File: config.mk
export PLATFORM = sky130hd
export DESIGN_NAME = crps_front
export DESIGN_NICKNAME = d
export VERILOG_FILES = /design/src/rtl/crps_pkg.sv /design/src/rtl/crps_front.sv
export SDC_FILE = /design/constraint.sdc
export NUM_CORES = 1
export LEC_CHECK = 0
export ABC_AREA = 0
export ABC_CLOCK_PERIOD_IN_PS = 1550
export BUFFER_PORTS_ARGS = -buffer_cell sky130_fd_sc_hd__buf_2
export CAP_MARGIN = 20
export CORE_MARGIN = 3
export CORE_UTILIZATION = 23
export CTS_CLUSTER_DIAMETER = 60
export DETAILED_ROUTE_END_ITERATION = 6
export PLACE_DENSITY = 0.48
export SYNTH_ARGS = -nofsm -noshare
export SYNTH_HDL_FRONTEND = slang
export SYNTH_SLANG_ARGS = --single-unit
export TNS_END_PERCENT = 1
File: constraint.sdc
create_clock -name clk -period 1.55 [get_ports clk]
set_input_delay 0.155 -clock clk [delete_from_list [all_inputs] [get_ports clk]]
set_output_delay 0.155 -clock clk [all_outputs]
set_load 0.01 [all_outputs]
File: src/rtl/crps_pkg.sv
package crps_pkg;

  localparam int SEG         = 16;
  localparam int STORE_DEPTH = 512;

  localparam int ADDR_W = $clog2(STORE_DEPTH);
  localparam int CNT_W  = $clog2(STORE_DEPTH + 1);
  localparam int SW     = $clog2(SEG + 1);
  localparam int CW     = 21;
  localparam int ACC_W  = 48;

  localparam logic signed [ACC_W-1:0] K_S   = ACC_W'(SEG);
  localparam logic signed [ACC_W-1:0] K_S2  = ACC_W'(SEG * SEG);
  localparam logic signed [ACC_W-1:0] K_S3  = ACC_W'(SEG * SEG * SEG);
  localparam logic signed [ACC_W-1:0] K_HI  = ACC_W'(32768 * 2 * SEG * SEG * SEG);

  // floor(rem / (2*SEG^3)) as (rem * DIV_M) >> DIV_SH, exact for rem < 2^REM_W
  localparam int DIV_L  = $clog2(2 * SEG * SEG * SEG);
  localparam int REM_W  = 16 + DIV_L;
  localparam int DIV_SH = REM_W + DIV_L;
  localparam logic [REM_W:0] DIV_M =
    (REM_W+1)'(((64'd1 << DIV_SH) + 64'(2 * SEG * SEG * SEG) - 64'd1)
               / 64'(2 * SEG * SEG * SEG));

  localparam logic OP_POINT    = 1'b0;
  localparam logic OP_QUERY    = 1'b1;
  localparam logic KIND_SAMPLE = 1'b0;
  localparam logic KIND_QUERY  = 1'b1;

  typedef struct packed {
    logic               op;
    logic signed [15:0] point_x;
    logic signed [15:0] point_y;
    logic               last_point;
  } in_item_t;

  typedef struct packed {
    logic               kind;
    logic signed [15:0] sample_x;
    logic signed [15:0] sample_y;
    logic               on_path;
    logic               final_result;
  } out_item_t;

  typedef struct packed {
    logic signed [15:0] x;
    logic signed [15:0] y;
  } pt_t;

  typedef struct packed {
    logic query;
    logic clear;
    logic seg_a;
    logic seg_b;
    logic emit_pt;
    pt_t  p;
    pt_t  w0;
    pt_t  w1;
    pt_t  w2;
  } cmd_t;

endpackage

File: src/rtl/crps_front.sv
module crps_front
  import crps_pkg::*;
(
  input  logic     clk,
  input  logic     rst_n,
  input  logic     in_push,
  input  in_item_t in_item,
  output logic     in_full,
  output logic     cmd_push,
  output cmd_t     cmd_data,
  input  logic     cmd_full
);

  pt_t        w0_r, w1_r, w2_r;
  logic [1:0] seen_r;
  logic       closed_r;
  pt_t        p;
  logic       acc;

  assign in_full  = cmd_full;
  assign acc      = in_push && !cmd_full;
  assign cmd_push = acc;
  assign p.x      = in_item.point_x;
  assign p.y      = in_item.point_y;

  always_comb begin
    cmd_data         = '0;
    cmd_data.p       = p;
    cmd_data.w0      = w0_r;
    cmd_data.w1      = w1_r;
    cmd_data.w2      = w2_r;
    cmd_data.query   = in_item.op == OP_QUERY;
    if (in_item.op == OP_POINT) begin
      if (closed_r) begin
        cmd_data.clear   = 1'b1;
        cmd_data.emit_pt = in_item.last_point;
      end else begin
        cmd_data.seg_a   = seen_r >= 2'd2;
        cmd_data.seg_b   = in_item.last_point;
        cmd_data.emit_pt = in_item.last_point;
      end
    end
  end

  always_ff @(posedge clk) begin
    if (!rst_n) begin
      w0_r     <= '0;
      w1_r     <= '0;
      w2_r     <= '0;
      seen_r   <= 2'd0;
      closed_r <= 1'b1;
    end else if (acc && in_item.op == OP_POINT) begin
      if (closed_r) begin
        w0_r     <= p;
        w1_r     <= p;
        w2_r     <= p;
        seen_r   <= 2'd1;
        closed_r <= in_item.last_point;
      end else begin
        w0_r <= w1_r;
        w1_r <= w2_r;
        w2_r <= p;
        if (seen_r != 2'd3) seen_r <= seen_r + 2'd1;
        closed_r <= in_item.last_point;
      end
    end
  end

endmodule

==> results.json <==
{
  "status": "finished, final reports clean",
  "dp_hpwl_mm": 8.02,
  "max_slew_margin_pct": 78.8,
  "cts-root-buf": "clkbuf_16",
  "htreeDepth": 3,
  "ir_worst_vdd_mv": 0.490,
  "io_buffers": 172,
  "clockBufferDepth": 2,
  "grt_pass1_wl_mm": 17.9,
  "final.period_utilization_pct": 93.2,
  "grt_max_degree": 51,
  "grt_pass1_vias": 3477,
  "final.setup_skew_ps": 8.72,
  "first_iter_violations": 92,
  "chipHeight_um": 143,
  "synth_top_area_share_pct": 46.0,
  "synth_cell_types": 24,
  "worst_pin_slew_ps": 311,
  "antennaDiodeCount": 0,
  "cts_sinks": 99,
  "crit_path_max_incr_delay_ps": 360,
  "fillers": 1926,
  "synth.most_common_cell": "dfxtp_1",
  "critPathArrivalTime_ps": 1290,
  "cts_tree": "built",
  "vias": 3724,
  "post-route-drc-count": 0,
  "gp_congestion": 0.751,
  "max_freq_ghz": 0.692,
  "crit_family": "flip-flops",
  "hold_viol": 0,
  "syn-cell-area_um2": 4310,
  "wl_per_cell_um": 13.4,
  "routed_wl_mm": 11.3,
  "cp_max_fo": 30,
  "dr.pass1.iters": 5,
  "rsz0062_at_grt": "no",
  "ant_nets": 0,
  "synth_nets": 524,
  "clk_latency_ps": 350,
  "cp_num_buf_inv": 2,
  "initial_core_util_pct": 23.7,
  "synthTopCellsByArea": "dfxtp_1, mux2i_1, a211oi_1, buf_4, nand2_1",
  "yosys_warnings": 0,
  "holdCritPathClass": "primary input to flop",
  "die_area_um2": 20400,
  "coreArea_um2": 18200,
  "area_growth_pct": 28.8,
  "synth_largest_area_cell": "dfxtp_1",
  "required_ps": 1390,
  "fin_crit_ps": 1440,
  "path_clk_slew_ps": 60,
  "die_w_um": 143,
  "seq_area_frac_synth_pct": 46.0,
  "leakagePower_nw": 2.75,
  "synth_cells": 484,
  "cap_violations": 0,
  "finalPower_mw": 5.62,
  "synth-seq-cells": 99,
  "crit_path_end_kind": "output pin",
  "io-pin-count": 173,
  "via_per_inst": 4.41,
  "path_cells": "buf_16, nor3_1, buf_2",
  "async_flop_share_pct": 0,
  "fin_nets": 651,
  "slowest_stage": "dfxtp_4",
  "fp-row-count": 49,
  "antenna_found_initial": 0,
  "tns_ps": 0,
  "slew_violations": 0,
  "crit_type": "flop to output pin",
  "grt.total_usage_pct": 10.9,
  "ys.flop_type": "dfxtp_1",
  "cts_made_buffers": 9,
  "start_kind": "flop",
  "finalSetupViolations": 0,
  "synth_edf_count": 0,
  "grt_overflow": 0,
  "ys_top_cells_by_count": "dfxtp_1, nand2_1, nor2_1",
  "drive_gt1_share_pct": 33.6,
  "synth_area_per_cell_um2": 8.91,
  "power_density_nw_per_um2": 1010,
  "whs_ps": 65.7
}
## metal layers
metal  part of all wire [%]  global-route usage, %  up-vias
met2                     47                   17.3      110
met4                    1.4                   4.05        0
li1                       -                      -     1912
met5                      0                      0        -
met3                    6.4                   3.68       13
met1                     45                   13.6     1689
## tightest hold or removal path: cells and delay by family
kind | cells | cell delay (ps)
buffers and inverters | 1 | 100
and+or+nand+nor | 2 | 120
## final timing paths
kind                            slack, ps            end          from  depth (start not counted)
worst max-delay path                  110  cmd_data[130]      closed_r                          3
worst min-delay path                   70       closed_r    in_item[0]                          3
worst max register to register        120      seen_r[1]     seen_r[0]                          4
worst min register to register        470   cmd_data[11]  cmd_data[11]                          2
## where the power goes
part	switching [mW]	internal [mW]	total, mW
clock network	0.958	1.13	2.09
registers	0.0774	2.66	2.74
logic	0.449	0.348	0.797
total	1.48	4.14	5.62
## final cells by class
| cell class | instances | area, µm² | area share [%] |
|---|---|---|---|
| sequential | 99 | 1990 | 35.8 |
| timing repair buffer | 190 | 1090 | 19.7 |
| clock buffer | 12 | 246 | 4.44 |
| multi-input combinational | 309 | 1900 | 34.3 |
| tap | 229 | 287 | 5.16 |
| inverter | 2 | 7.51 | 0.135 |
| clock inverter | 4 | 25.0 | 0.451 |
## state kept, by name (all words and copies together), names as in the netlist
register  flops
cmd_data     96
seen_r        2
closed_r      1
## placed cells by master (no fill, tap or decap), types with 2 or more instances in the layout
cell / instances
a211oi_1: 64
buf_12: 6
nor2b_1: 2
clkinv_2: 2
a21oi_1: 32
buf_4: 10
dfxtp_1: 97
clkbuf_16: 9
nand2_1: 67
mux2i_1: 64
clkbuf_1: 2
buf_2: 172
ha_1: 2
nor2_1: 67
## repair_timing
| item | CTS | global route |
|---|---|---|
| hold buffers | 1 | 0 |
| setup endpoints to repair | 3 | 1 |
| hold endpoints to repair | 1 | 0 |
| resized for setup | 1 | 1 |
| setup buffers | 1 | 0 |
## cells by family after synthesis
kind of cell | after synthesis | share of synthesized area, %
and+or+nand+nor | 145 | 13.4
buffers and inverters | 76 | 9.96
AOI/OAI and AO/OA | 98 | 15.2
DFF | 99 | 46.0
adders and majority gates | 2 | 0.580
muxes | 64 | 14.9
## metrics by stage
stage | cells | util [%] | setup slack, ps | cell area (µm²)
6_report | 845 | 30.5 | 106 | 5550
5_1_grt | 845 | 30.5 | 30.3 | 5550
4_1_cts | 845 | 30.5 | 60.0 | 5550
3_5_place_dp | 827 | 28.8 | 100 | 5250
3_3_place_gp | 827 | 28.8 | 152 | 5250
2_1_floorplan | 484 | - | 204 | 4310
Note: power is estimated with default switching activity, not from simulation.
