## config.mk

```make
export PLATFORM = sky130hd
export DESIGN_NAME = crps_cmdq
export DESIGN_NICKNAME = d
export VERILOG_FILES = /design/src/rtl/crps_pkg.sv /design/src/rtl/crps_cmdq.sv
export SDC_FILE = /design/constraint.sdc
export NUM_CORES = 1
export LEC_CHECK = 0
export ABC_CLOCK_PERIOD_IN_PS = 8900
export BUFFER_PORTS_ARGS = -buffer_cell sky130_fd_sc_hd__buf_4
export CAP_MARGIN = 20
export CORE_MARGIN = 8
export CORE_UTILIZATION = 52
export DETAILED_ROUTE_END_ITERATION = 16
export PLACE_DENSITY = 0.79
export SETUP_SLACK_MARGIN = 0.3
export SLEW_MARGIN = 40
export SYNTH_ARGS = -nofsm -noshare
export SYNTH_HDL_FRONTEND = slang
export SYNTH_SLANG_ARGS = --single-unit
```

## constraint.sdc

```tcl
create_clock -name clk -period 8.9 [get_ports clk]
set_input_delay 0.445 -clock clk [delete_from_list [all_inputs] [get_ports clk]]
set_output_delay 0.445 -clock clk [all_outputs]
set_load 0.03 [all_outputs]
```

## src/rtl/crps_pkg.sv

```systemverilog
package crps_pkg;

  localparam int SEG         = 16;
  localparam int STORE_DEPTH = 512;

  localparam int ADDR_W = $clog2(STORE_DEPTH);
  localparam int CNT_W  = $clog2(STORE_DEPTH + 1);
  localparam int SW     = $clog2(SEG + 1);
  localparam int CW     = 21;
  localparam int ACC_W  = 48;

  localparam logic signed [ACC_W-1:0] K_S   = ACC_W'(SEG);
  localparam logic signed [ACC_W-1:0] K_S2  = ACC_W'(SEG * SEG);
  localparam logic signed [ACC_W-1:0] K_S3  = ACC_W'(SEG * SEG * SEG);
  localparam logic signed [ACC_W-1:0] K_HI  = ACC_W'(32768 * 2 * SEG * SEG * SEG);

  // floor(rem / (2*SEG^3)) as (rem * DIV_M) >> DIV_SH, exact for rem < 2^REM_W
  localparam int DIV_L  = $clog2(2 * SEG * SEG * SEG);
  localparam int REM_W  = 16 + DIV_L;
  localparam int DIV_SH = REM_W + DIV_L;
  localparam logic [REM_W:0] DIV_M =
    (REM_W+1)'(((64'd1 << DIV_SH) + 64'(2 * SEG * SEG * SEG) - 64'd1)
               / 64'(2 * SEG * SEG * SEG));

  localparam logic OP_POINT    = 1'b0;
  localparam logic OP_QUERY    = 1'b1;
  localparam logic KIND_SAMPLE = 1'b0;
  localparam logic KIND_QUERY  = 1'b1;

  typedef struct packed {
    logic               op;
    logic signed [15:0] point_x;
    logic signed [15:0] point_y;
    logic               last_point;
  } in_item_t;

  typedef struct packed {
    logic               kind;
    logic signed [15:0] sample_x;
    logic signed [15:0] sample_y;
    logic               on_path;
    logic               final_result;
  } out_item_t;

  typedef struct packed {
    logic signed [15:0] x;
    logic signed [15:0] y;
  } pt_t;

  typedef struct packed {
    logic query;
    logic clear;
    logic seg_a;
    logic seg_b;
    logic emit_pt;
    pt_t  p;
    pt_t  w0;
    pt_t  w1;
    pt_t  w2;
  } cmd_t;

endpackage

```

## src/rtl/crps_cmdq.sv

```systemverilog
module crps_cmdq
  import crps_pkg::*;
(
  input  logic clk,
  input  logic rst_n,
  input  logic push,
  input  cmd_t din,
  output logic full,
  input  logic pop,
  output cmd_t dout,
  output logic empty
);

  cmd_t       slot_r [2];
  logic       wp_r, rp_r;
  logic [1:0] cnt_r;

  assign full  = cnt_r == 2'd2;
  assign empty = cnt_r == 2'd0;
  assign dout  = slot_r[rp_r];

  always_ff @(posedge clk) begin
    if (push && !full) begin
      slot_r[wp_r] <= din;
    end
  end

  always_ff @(posedge clk) begin
    if (!rst_n) begin
      wp_r  <= 1'b0;
      rp_r  <= 1'b0;
      cnt_r <= 2'd0;
    end else begin
      if (push && !full) wp_r <= ~wp_r;
      if (pop && !empty) rp_r <= ~rp_r;
      cnt_r <= cnt_r + 2'(push && !full) - 2'(pop && !empty);
    end
  end

endmodule

```

==> results of run 1 <==
==> stage by stage <==
stage | total power (W) | instances
2_1_floorplan | 0.002571 | 439
3_3_place_gp | 0.002953 | 965
3_5_place_dp | 0.002983 | 965
4_1_cts | 0.004123 | 1015
5_1_grt | 0.004226 | 1015
6_report | 0.004077 | 1015
==> per-layer routing <==
metal | wire [microns] | share of wire [%] | global-route usage [%]
met1 | 8311 | 40 | 19.76
met2 | 10240 | 49 | 27.83
met3 | 2026 | 9.7 | 5.992
met4 | 334 | 1.6 | 4.482
met5 | 0 | 0 | 0
==> cell usage in the layout (no fill, tap or decap), drive strengths merged <==
cell type / n
and3: 1
dfxtp: 5
and2: 2
nor2b: 2
nand2b: 2
o21a: 1
nor2: 2
clkinv: 10
buf: 275
edfxtp: 266
clkbuf: 36
bufinv: 4
mux2: 133
ha: 2
xnor2: 3
mux2i: 1
inv: 3
nand2: 2
==> worst reg2reg max path: cells and delay by family, from the launching register on <==
family	cells	cell delay, ns
buffers and inverters	1	0.71
DFF	1	0.38
and+or+nand+nor	2	0.86
==> layout make-up <==
cell class,count,area share (%)
clock inverter,15,1.332
sequential,271,60.68
tap,265,2.487
inverter,2,0.05630
multi-input combinational,151,14.25
timing repair buffer,276,15.67
clock buffer,35,5.518
==> report_power, final <==
group          switching [W]  total, W  leakage, nW  internal (W)
registers          0.0000606   0.00167         2.53       0.00161
clock network       0.000436   0.00113        0.451      0.000698
logic               0.000740   0.00128         2.13      0.000537
total                0.00124   0.00408         5.11       0.00284
==> registers in the layout, summed over array words and instances (netlist names), named ones only <==
register / cells
rp_r: 1
cnt_r: 2
slot_r: 266
wp_r: 1
==> logic make-up (layout without fill, tap and decap cells) <==
logic type | Yosys count | count (layout)
flip-flops | 271 | 271
AND/OR/NAND/NOR | 11 | 11
buffers and inverters | 17 | 328
AO/OA/AOI/OAI | 1 | 1
adder cells (fa/ha/maj) | 2 | 2
multiplexers | 134 | 134
XOR/XNOR | 3 | 3
==> synth_stat cells <==
cell type	number
buf_6	9
nand2_1	2
o21a_1	1
mux2_2	63
buf_2	6
inv_1	2
xnor2_1	3
nor2b_1	2
nand2b_1	2
and2_1	2
and3_1	1
nor2_1	2
dfxtp_1	5
ha_1	2
mux2_4	70
mux2i_1	1
edfxtp_1	266
==> worst min path at each step <==
stage / startpoint / to / slack, ns / cells after the start
after floorplan: wp_r / wp_r / 0.45 / 2
after global placement: wp_r / wp_r / 0.51 / 2
after detailed placement: rp_r / rp_r / 0.54 / 2
after CTS: din[7] / slot_r[0][7] / 0.09 / 1
after global routing: din[4] / slot_r[1][4] / 0.08 / 1
final: din[7] / slot_r[0][7] / 0.10 / 1
==> qor.csv, run 1 <==
stage,metric,value,unit
outcome,outcome,"complete, no violations",
floorplan,die_x,155.5,microns
worst_setup_path,cp_slowest_stage_delay,0.64,ns
clock_tree,postCtsSetupRepairBufs,0,
logic_synthesis,synth_top_family_by_area,multiplexers,
worst_setup_path,critPathBufInv,2,
worst_setup_path,crit_chain,"buf_6, mux2_2, buf_4",
drt,routed_wl,20920,microns
drt,wire_per_inst,20.61,microns
clock_tree,hold_buffers,0,
logic_synthesis,post_synth_inst_count,439,
drt,via_count,5080,
logic_synthesis,synth.area.mux_share,17.50,%
clock_tree,path_clk_slew,0.06,ns
clock_tree,cts_sinks,271,
sta,fin_crit,2.811,ns
worst_setup_path,worstReg2RegEnd,slot_r[1][13],
logic_synthesis,yosys.area.top_type,edfxtp_1,
pwr,ir_drop,209.8,uV
floorplan,dieArea,0.02417,sq mm
layout,multiInputGateArea,0.001901,sq mm
floorplan,rows,51,
sta,rsz0062_at_grt,no,
placement,io_buffer_count,271,
logic_synthesis,synth_top_area_share,78.97,%
logic_synthesis,ys_top_cells_by_area,"edfxtp_1 79%, mux2_4 10%, mux2_2 7.0%, buf_6 1.0%, dfxtp_1 0.99%",
sta,timing.slew.headroom,46.87,%
global_route,grt_max_degree,89,
layout,final_area,0.01333,sq mm
worst_setup_path,cp_data_arrival_time,2.37,ns
sta,min_period_over_period,31.59,%
placement,place_area,0.01241,sq mm
worst_setup_path,critPathSlowestCell,dfxtp_4,
worst_setup_path,r2r_start,cnt_r[0],
global_route,grt_use_total,16.53,%
pwr,p_per_area,305.7,mW/mm^2
global_route,overflow,0,
layout,syn_to_final_growth,31.83,%
logic_synthesis,yosysUniqueCellTypes,17,
clock_tree,cts.repair.resized,0,
placement,dp_slack,6.402,ns
floorplan,core,0.01927,sq mm
logic_synthesis,synth_xor_area_share,0.2598,%
sta,fmax,355.7,MHz
clock_tree,h-tree-depth,1,
logic_synthesis,syn_area,0.01011,sq mm
worst_setup_path,end_kind,output port,
worst_setup_path,cp_max_fo,59,
layout,layout-drive-gt1-share,60.40,%
sta,setup_violations,0,
worst_setup_path,critPathKind,reg2out,
worst_setup_path,critPathCapture,dout[57],
layout,seqCellArea,0.008092,sq mm
floorplan,chipHeight,155.5,microns
clock_tree,clk_path_buf_depth,3,
layout,layout.nets,868,
drt,postRouteAntennaNets,0,
sta,finalSetupTns,0,ns
clock_tree,clock_latency,0.52,ns
layout,fillerInstances,1226,
sta,fin_ws,6.089,ns
min_path,hp-class,in2reg,
logic_synthesis,ys_warn_count,0,
logic_synthesis,synth-compound-area-share,0.07422,%
pwr,leakage,5.112,nW
drt,viasPerCell,5.005,
layout,diodes,0,
worst_setup_path,required,8.46,ns
sta,hold_ws,0.1043,ns
logic_synthesis,synthAdderAreaFrac,0.2474,%
layout,utilization,69.19,%
logic_synthesis,seq_area_frac_synth,79.96,%
floorplan,num_io_pins,272,
sta,finClkSkew,0.01586,ns
worst_setup_path,critPathTopFamily,buffers and inverters,
clock_tree,cts_tree,done,
drt,dr.pass1.iters,4,
worst_setup_path,r2r_cells,3,
placement,dp_hpwl,14440,microns
global_route,antenna_found_initial,0,
global_route,grt_pass1_wl,30950,microns
placement,gp_congestion,0.7914,
drt,drt_iter0_drc,283,
sta,finalHoldViolations,0,
worst_setup_path,cp.depth,3,
global_route,grt_pass1_vias,5640,
sta,slew_viol_final,0,
worst_setup_path,crit_path_start_kind,flop,
clock_tree,cts_inserted_buffers,27,
logic_synthesis,synth_seq_cells,271,
logic_synthesis,synth_fp_nets,578,
job,cap_viol_max_count,0,
logic_synthesis,synthSimpleGateAreaFrac,0.5814,%
floorplan,start_util,52.49,%
drt,drc,0,
clock_tree,cts-root-buf,clkbuf_16,
worst_setup_path,reg2reg_setup_slack,6.48,ns
logic_synthesis,synth.avg_cell_area,23.04,sq um
sta,worst_pin_slew,0.7970,ns
No activity file was read; power rests on OpenSTA's default activity.
==> run 2, diff against run 1 <==
--- a/config.mk
+++ b/config.mk
@@ -5,13 +5,13 @@
 export SDC_FILE = /design/constraint.sdc
 export NUM_CORES = 1
 export LEC_CHECK = 0
-export ABC_CLOCK_PERIOD_IN_PS = 8900
+export ABC_CLOCK_PERIOD_IN_PS = 2300
 export BUFFER_PORTS_ARGS = -buffer_cell sky130_fd_sc_hd__buf_4
 export CAP_MARGIN = 20
 export CORE_MARGIN = 8
-export CORE_UTILIZATION = 52
+export CORE_UTILIZATION = 47
 export DETAILED_ROUTE_END_ITERATION = 16
-export PLACE_DENSITY = 0.79
+export PLACE_DENSITY = 0.75
 export SETUP_SLACK_MARGIN = 0.3
 export SLEW_MARGIN = 40
 export SYNTH_ARGS = -nofsm -noshare
==> constraint.sdc (replaced) <==
create_clock -name clk -period 2.3 [get_ports clk]
set_input_delay 0.115 -clock clk [delete_from_list [all_inputs] [get_ports clk]]
set_output_delay 0.115 -clock clk [all_outputs]
set_load 0.03 [all_outputs]
==> qor.csv, run 2 (synthesis gave the netlist of run 1 again) <==
stage,metric,value,unit
outcome,outcome,"complete, no violations",
drt,dr.pass1.iters,4,
global_route,overflow,0,
floorplan,start_util,47.96,%
global_route,grt_max_degree,88,
floorplan,num_io_pins,272,
worst_setup_path,crit_path_start_kind,flop,
sta,hold_ws,0.07071,ns
pwr,combPwrFrac,33.7,%
clock_tree,h-tree-depth,1,
sta,worst_pin_slew,0.6246,ns
clock_tree,cts_sinks,271,
worst_setup_path,end_kind,output port,
sta,rsz0062_at_grt,no,
clock_tree,cts-root-buf,clkbuf_16,
worst_setup_path,cp_data_arrival_time,1.77,ns
clock_tree,clk_path_buf_depth,3,
min_path,hp-class,in2reg,
sta,timing.slew.headroom,58.36,%
pwr,clkPwrFrac,27.1,%
floorplan,core,0.02109,sq mm
worst_setup_path,required,2.18,ns
clock_tree,path_clk_slew,0.06,ns
layout,largest_register_ffs,266,
layout,stdcell_count,1181,
pwr,p_int,0.01130,W
pwr,leakage,5.797,nW
layout,utilization,70.99,%
sta,finalSetupTns,0,ns
drt,routed_wl,24120,microns
global_route,grt_pass1_vias,6561,
pwr,p_per_area,1091,mW/mm^2
placement,place_area,0.01263,sq mm
drt,via_count,5658,
global_route,use_met2,32.10,%
floorplan,die_x,162.7,microns
drt,viasPerCell,4.791,
clock_tree,cts.repair.resized,0,
global_route,use_met3,5.789,%
drt,wire_per_inst,20.42,microns
layout,final_cell_mix,"280 x buf_4, 266 x edfxtp_1, 135 x dlygate4sd3_1",
global_route,antenna_found_initial,3,
drt,drt_iter0_drc,303,
placement,gp_congestion,0.7353,
drt,postRouteAntennaNets,0,
placement,place_inst,986,
pwr,p_switching,0.005033,W
sta,fmax,531.2,MHz
clock_tree,clock_latency,0.52,ns
job,cap_viol_max_count,0,
sta,slew_viol_final,0,
global_route,grt.busiest_layer,met2,
drt,drc,0,
sta,finalHoldViolations,0,
worst_setup_path,cp_max_fo,22,
layout,syn_to_final_growth,48.00,%
layout,layout.nets,1020,
layout,final_area,0.01497,sq mm
floorplan,dieArea,0.02647,sq mm
sta,setup_violations,0,
sta,finClkSkew,0.008023,ns
floorplan,rows,53,
layout,reg.largest.list,"slot_r x266, cnt_r x2",
pwr,ir_drop,894.2,uV
global_route,use_met1,19.09,%
placement,io_buffer_count,271,
sta,fin_crit,1.883,ns
worst_setup_path,critPathKind,reg2out,
global_route,grt_pass1_wl,36380,microns
sta,min_period_over_period,81.85,%
floorplan,chipHeight,162.7,microns
placement,dp_hpwl,15270,microns
global_route,grt_use_total,17.51,%
clock_tree,cts_tree,done,
pwr,switching_share,30.81,%
layout,layout_commonest_cell,buf_4,
layout,largest-register,slot_r,
layout,layout-drive-gt1-share,52.38,%
clock_tree,cts_inserted_buffers,28,
pwr,p_seq_share,39.1,%
run 2: changes by cell type in the layout (fill, tap and decap cells not counted), sizes merged:
cell and delta:
buf +17, clkinvlp +1, clkbuf -2, diode +3
clkinv +3, bufinv -1, dlygate4sd3 +135
run 2: final timing paths:
kind | startpoint | endpoint | slack [ns] | cells after the start
hold / removal | pop | flop | 0.07 | 4
hold reg to reg | wp_r | wp_r | 0.54 | 2
setup / recovery | flop | dout[61] | 0.42 | 4
setup reg to reg | cnt_r[1] | cnt_r[1] | 0.66 | 7
run 2: repair_timing:
item,4_1_cts,5_1_grt
setup endpoints to repair,114,0
setup buffers,5,0
hold buffers,135,0
endpoints found under the hold margin,271,0
run 2: layout make-up:
type                    count  area [sq um]
clock buffers              34         744.5
clock inverters            18         168.9
multi-input cells         151          1916
fillers                  1265          6118
repair buffers            427          3689
diodes                      3         7.507
well taps                 275         344.1
inverters                   2         7.507
flip-flops and latches    271          8093
run 2: per-stage QoR:
step | setup WS [ns] | power [W]
3_3_place_gp | 0.6732 | 0.01161
4_1_cts | 0.3921 | 0.01646
5_1_grt | 0.3511 | 0.01696
3_5_place_dp | 0.6519 | 0.01173
6_report | 0.4174 | 0.01633
2_1_floorplan | -0.6139 | 0.009880
run 2: layer usage:
| layer | wire length [microns] | vias to the layer above |
|---|---|---|
| met2 | 13020 | 211 |
| met4 | 356 | 2 |
| met5 | 9 | - |
| li1 | - | 2636 |
| met3 | 1855 | 31 |
| met1 | 8876 | 2778 |
run 2: critical path: stages (launching register included):
cell and delay (ns):
dfxtp_4 0.38, buf_12 0.13, buf_12 0.17, mux2_2 0.38
buf_4 0.18
run 2: power groups by stage:
stage,logic (W),clock network (W),registers [W]
after global placement,0.00509,0,0.00652
final,0.00551,0.00443,0.00639
after CTS,0.00555,0.00451,0.00639
after global routing,0.00578,0.00474,0.00644
after detailed placement,0.00515,0,0.00657
after floorplan,0.00343,0,0.00645
==> run 3, diff against run 2 <==
--- a/config.mk
+++ b/config.mk
@@ -5,13 +5,13 @@
 export SDC_FILE = /design/constraint.sdc
 export NUM_CORES = 1
 export LEC_CHECK = 0
-export ABC_CLOCK_PERIOD_IN_PS = 2300
+export ABC_CLOCK_PERIOD_IN_PS = 1960
 export BUFFER_PORTS_ARGS = -buffer_cell sky130_fd_sc_hd__buf_4
 export CAP_MARGIN = 20
 export CORE_MARGIN = 8
-export CORE_UTILIZATION = 47
+export CORE_UTILIZATION = 52
 export DETAILED_ROUTE_END_ITERATION = 16
-export PLACE_DENSITY = 0.75
+export PLACE_DENSITY = 0.79
 export SETUP_SLACK_MARGIN = 0.3
 export SLEW_MARGIN = 40
 export SYNTH_ARGS = -nofsm -noshare
==> constraint.sdc (replaced) <==
create_clock -name clk -period 1.96 [get_ports clk]
set_input_delay 0.098 -clock clk [delete_from_list [all_inputs] [get_ports clk]]
set_output_delay 0.098 -clock clk [all_outputs]
set_load 0.03 [all_outputs]
==> qor.csv, run 3 (synthesis gave the netlist of run 1 again) <==
stage,metric,value,unit
min_path,min_path_cells,4,
floorplan,chipHeight,155.5,microns
global_route,overflow,0,
worst_setup_path,cp_data_arrival_time,1.80,ns
global_route,grt_max_degree,82,
drt,routed_wl,27360,microns
floorplan,num_io_pins,272,
sta,timing.slew.headroom,66.76,%
placement,gp_congestion,0.7529,
clock_tree,cts_sinks,271,
layout,largest-register,slot_r,
clock_tree,cts_tree,done,
clock_tree,path_clk_slew,0.06,ns
worst_setup_path,cp_max_fo,5,
floorplan,start_util,52.49,%
drt,drc,0,
layout,fillerInstances,896,
layout,layout_commonest_cell,edfxtp_1,
sta,finalHoldViolations,0,
job,cap_viol_max_count,0,
sta,finalSetupTns,0,ns
floorplan,die_x,155.5,microns
sta,slew_viol_final,0,
drt,dr.pass1.iters,4,
pwr,leakage,6.111,nW
layout,syn_to_final_growth,55.49,%
drt,postRouteAntennaNets,0,
layout,layout.nets,1033,
global_route,antenna_found_initial,2,
drt,wire_per_inst,23.17,microns
min_path,worstHoldStart,pop,
min_path,hp-class,in2reg,
floorplan,dieArea,0.02417,sq mm
pwr,p_per_area,1296,mW/mm^2
pwr,ir_drop,893.5,uV
drt,drt_iter0_drc,320,
floorplan,rows,51,
global_route,grt_pass1_vias,6673,
layout,layout-drive-gt1-share,53.22,%
worst_setup_path,r2r_start,cnt_r[0],
global_route,grt_use_total,21.23,%
placement,dp_hpwl,14320,microns
sta,fin_crit,1.903,ns
outcome,outcome,"complete, no violations",
worst_setup_path,end_kind,output port,
sta,setup_violations,0,
worst_setup_path,critPathKind,reg2out,
worst_setup_path,crit_path_start_kind,flop,
drt,viasPerCell,5.058,
layout,largest_register_ffs,266,
sta,finClkSkew,0.01613,ns
pwr,power,0.02039,W
placement,io_buffer_count,271,
drt,via_count,5973,
clock_tree,cts_inserted_buffers,27,
worst_setup_path,r2r_cells,8,
worst_setup_path,worstReg2RegEnd,cnt_r[1],
worst_setup_path,reg2reg_setup_slack,0.36,ns
clock_tree,clk_path_buf_depth,3,
sta,worst_pin_slew,0.4986,ns
worst_setup_path,required,1.86,ns
layout,final_cell_mix,"266 x edfxtp_1, 198 x buf_4, 135 x dlygate4sd3_1",
sta,rsz0062_at_grt,yes,
clock_tree,clock_latency,0.53,ns
global_route,grt_pass1_wl,38840,microns
layout,reg.largest.list,"slot_r x266, cnt_r x2",
sta,min_period_over_period,97.07,%
clock_tree,cts-root-buf,clkbuf_16,
clock_tree,h-tree-depth,1,
floorplan,core,0.01927,sq mm
sta,fmax,525.6,MHz
[run 3: worst max path at each step]
stage / from / endpoint / depth (start not counted)
3_3_place_gp: cnt_r[1] / cnt_r[1] / 7
2_1_floorplan: cnt_r[0] / slot_r[0][0] / 3
4_1_cts: flop / dout[51] / 5
3_5_place_dp: cnt_r[1] / cnt_r[1] / 7
5_1_grt: flop / dout[63] / 5
6_report: flop / dout[63] / 5
[run 3: area by class of cell]
type,count,area [sq um],area share (%)
clock inverter,21,157.7,1.002
timing repair buffer,441,4429,28.16
antenna,1,2.502,0.01591
tap,265,331.6,2.108
inverter,2,7.507,0.04773
clock buffer,29,683.2,4.344
sequential,271,8094,51.46
multi-input combinational,151,2022,12.86
[run 3: repair_timing]
| action | in CTS | in global routing |
|---|---|---|
| setup endpoints to repair | 134 | 134 |
| hold buffers | 135 | 0 |
| pin swaps | 0 | 1 |
| gates cloned | 10 | 4 |
| endpoints found under the hold margin | 271 | 0 |
| setup buffers | 11 | 1 |
| gates resized for setup | 80 | 49 |
[run 3: report_power, final]
part	total, W	internal, W	leakage, nW	switching (W)
Clock	0.00492	0.00278	0.404	0.00214
Combinational	0.00793	0.00391	3.18	0.00402
Sequential	0.00754	0.00729	2.53	0.000255
Total	0.0204	0.0140	6.11	0.00641
[run 3: critical path: stages, from the launching register on]
cell	delay (ns)
dfxtp_4	0.37
buf_12	0.13
buf_12	0.14
clkbuf_16	0.16
mux2_4	0.32
buf_6	0.14
[run 3: per-layer routing]
layer	GRT usage [%]	part of all wire, %	up-vias
li1	-	-	2658
met1	23.84	37	2983
met2	38.89	53	281
met3	5.659	7.4	49
met4	6.054	2.2	2
met5	0	0.048	-
[run 3: through the flow]
stage	utilization [%]	instance area, sq um	hold WS, ns	cells	setup WS [ns]
final	81.61	15730	0.04853	1181	0.05749
after floorplan	-	10140	0.1969	439	-0.9539
after global routing	81.61	15730	0.05662	1181	0.01091
after CTS	80.08	15430	0.007248	1175	0.01095
after detailed placement	64.99	12520	0.2854	969	0.3166
after global placement	64.99	12520	0.2827	969	0.3872
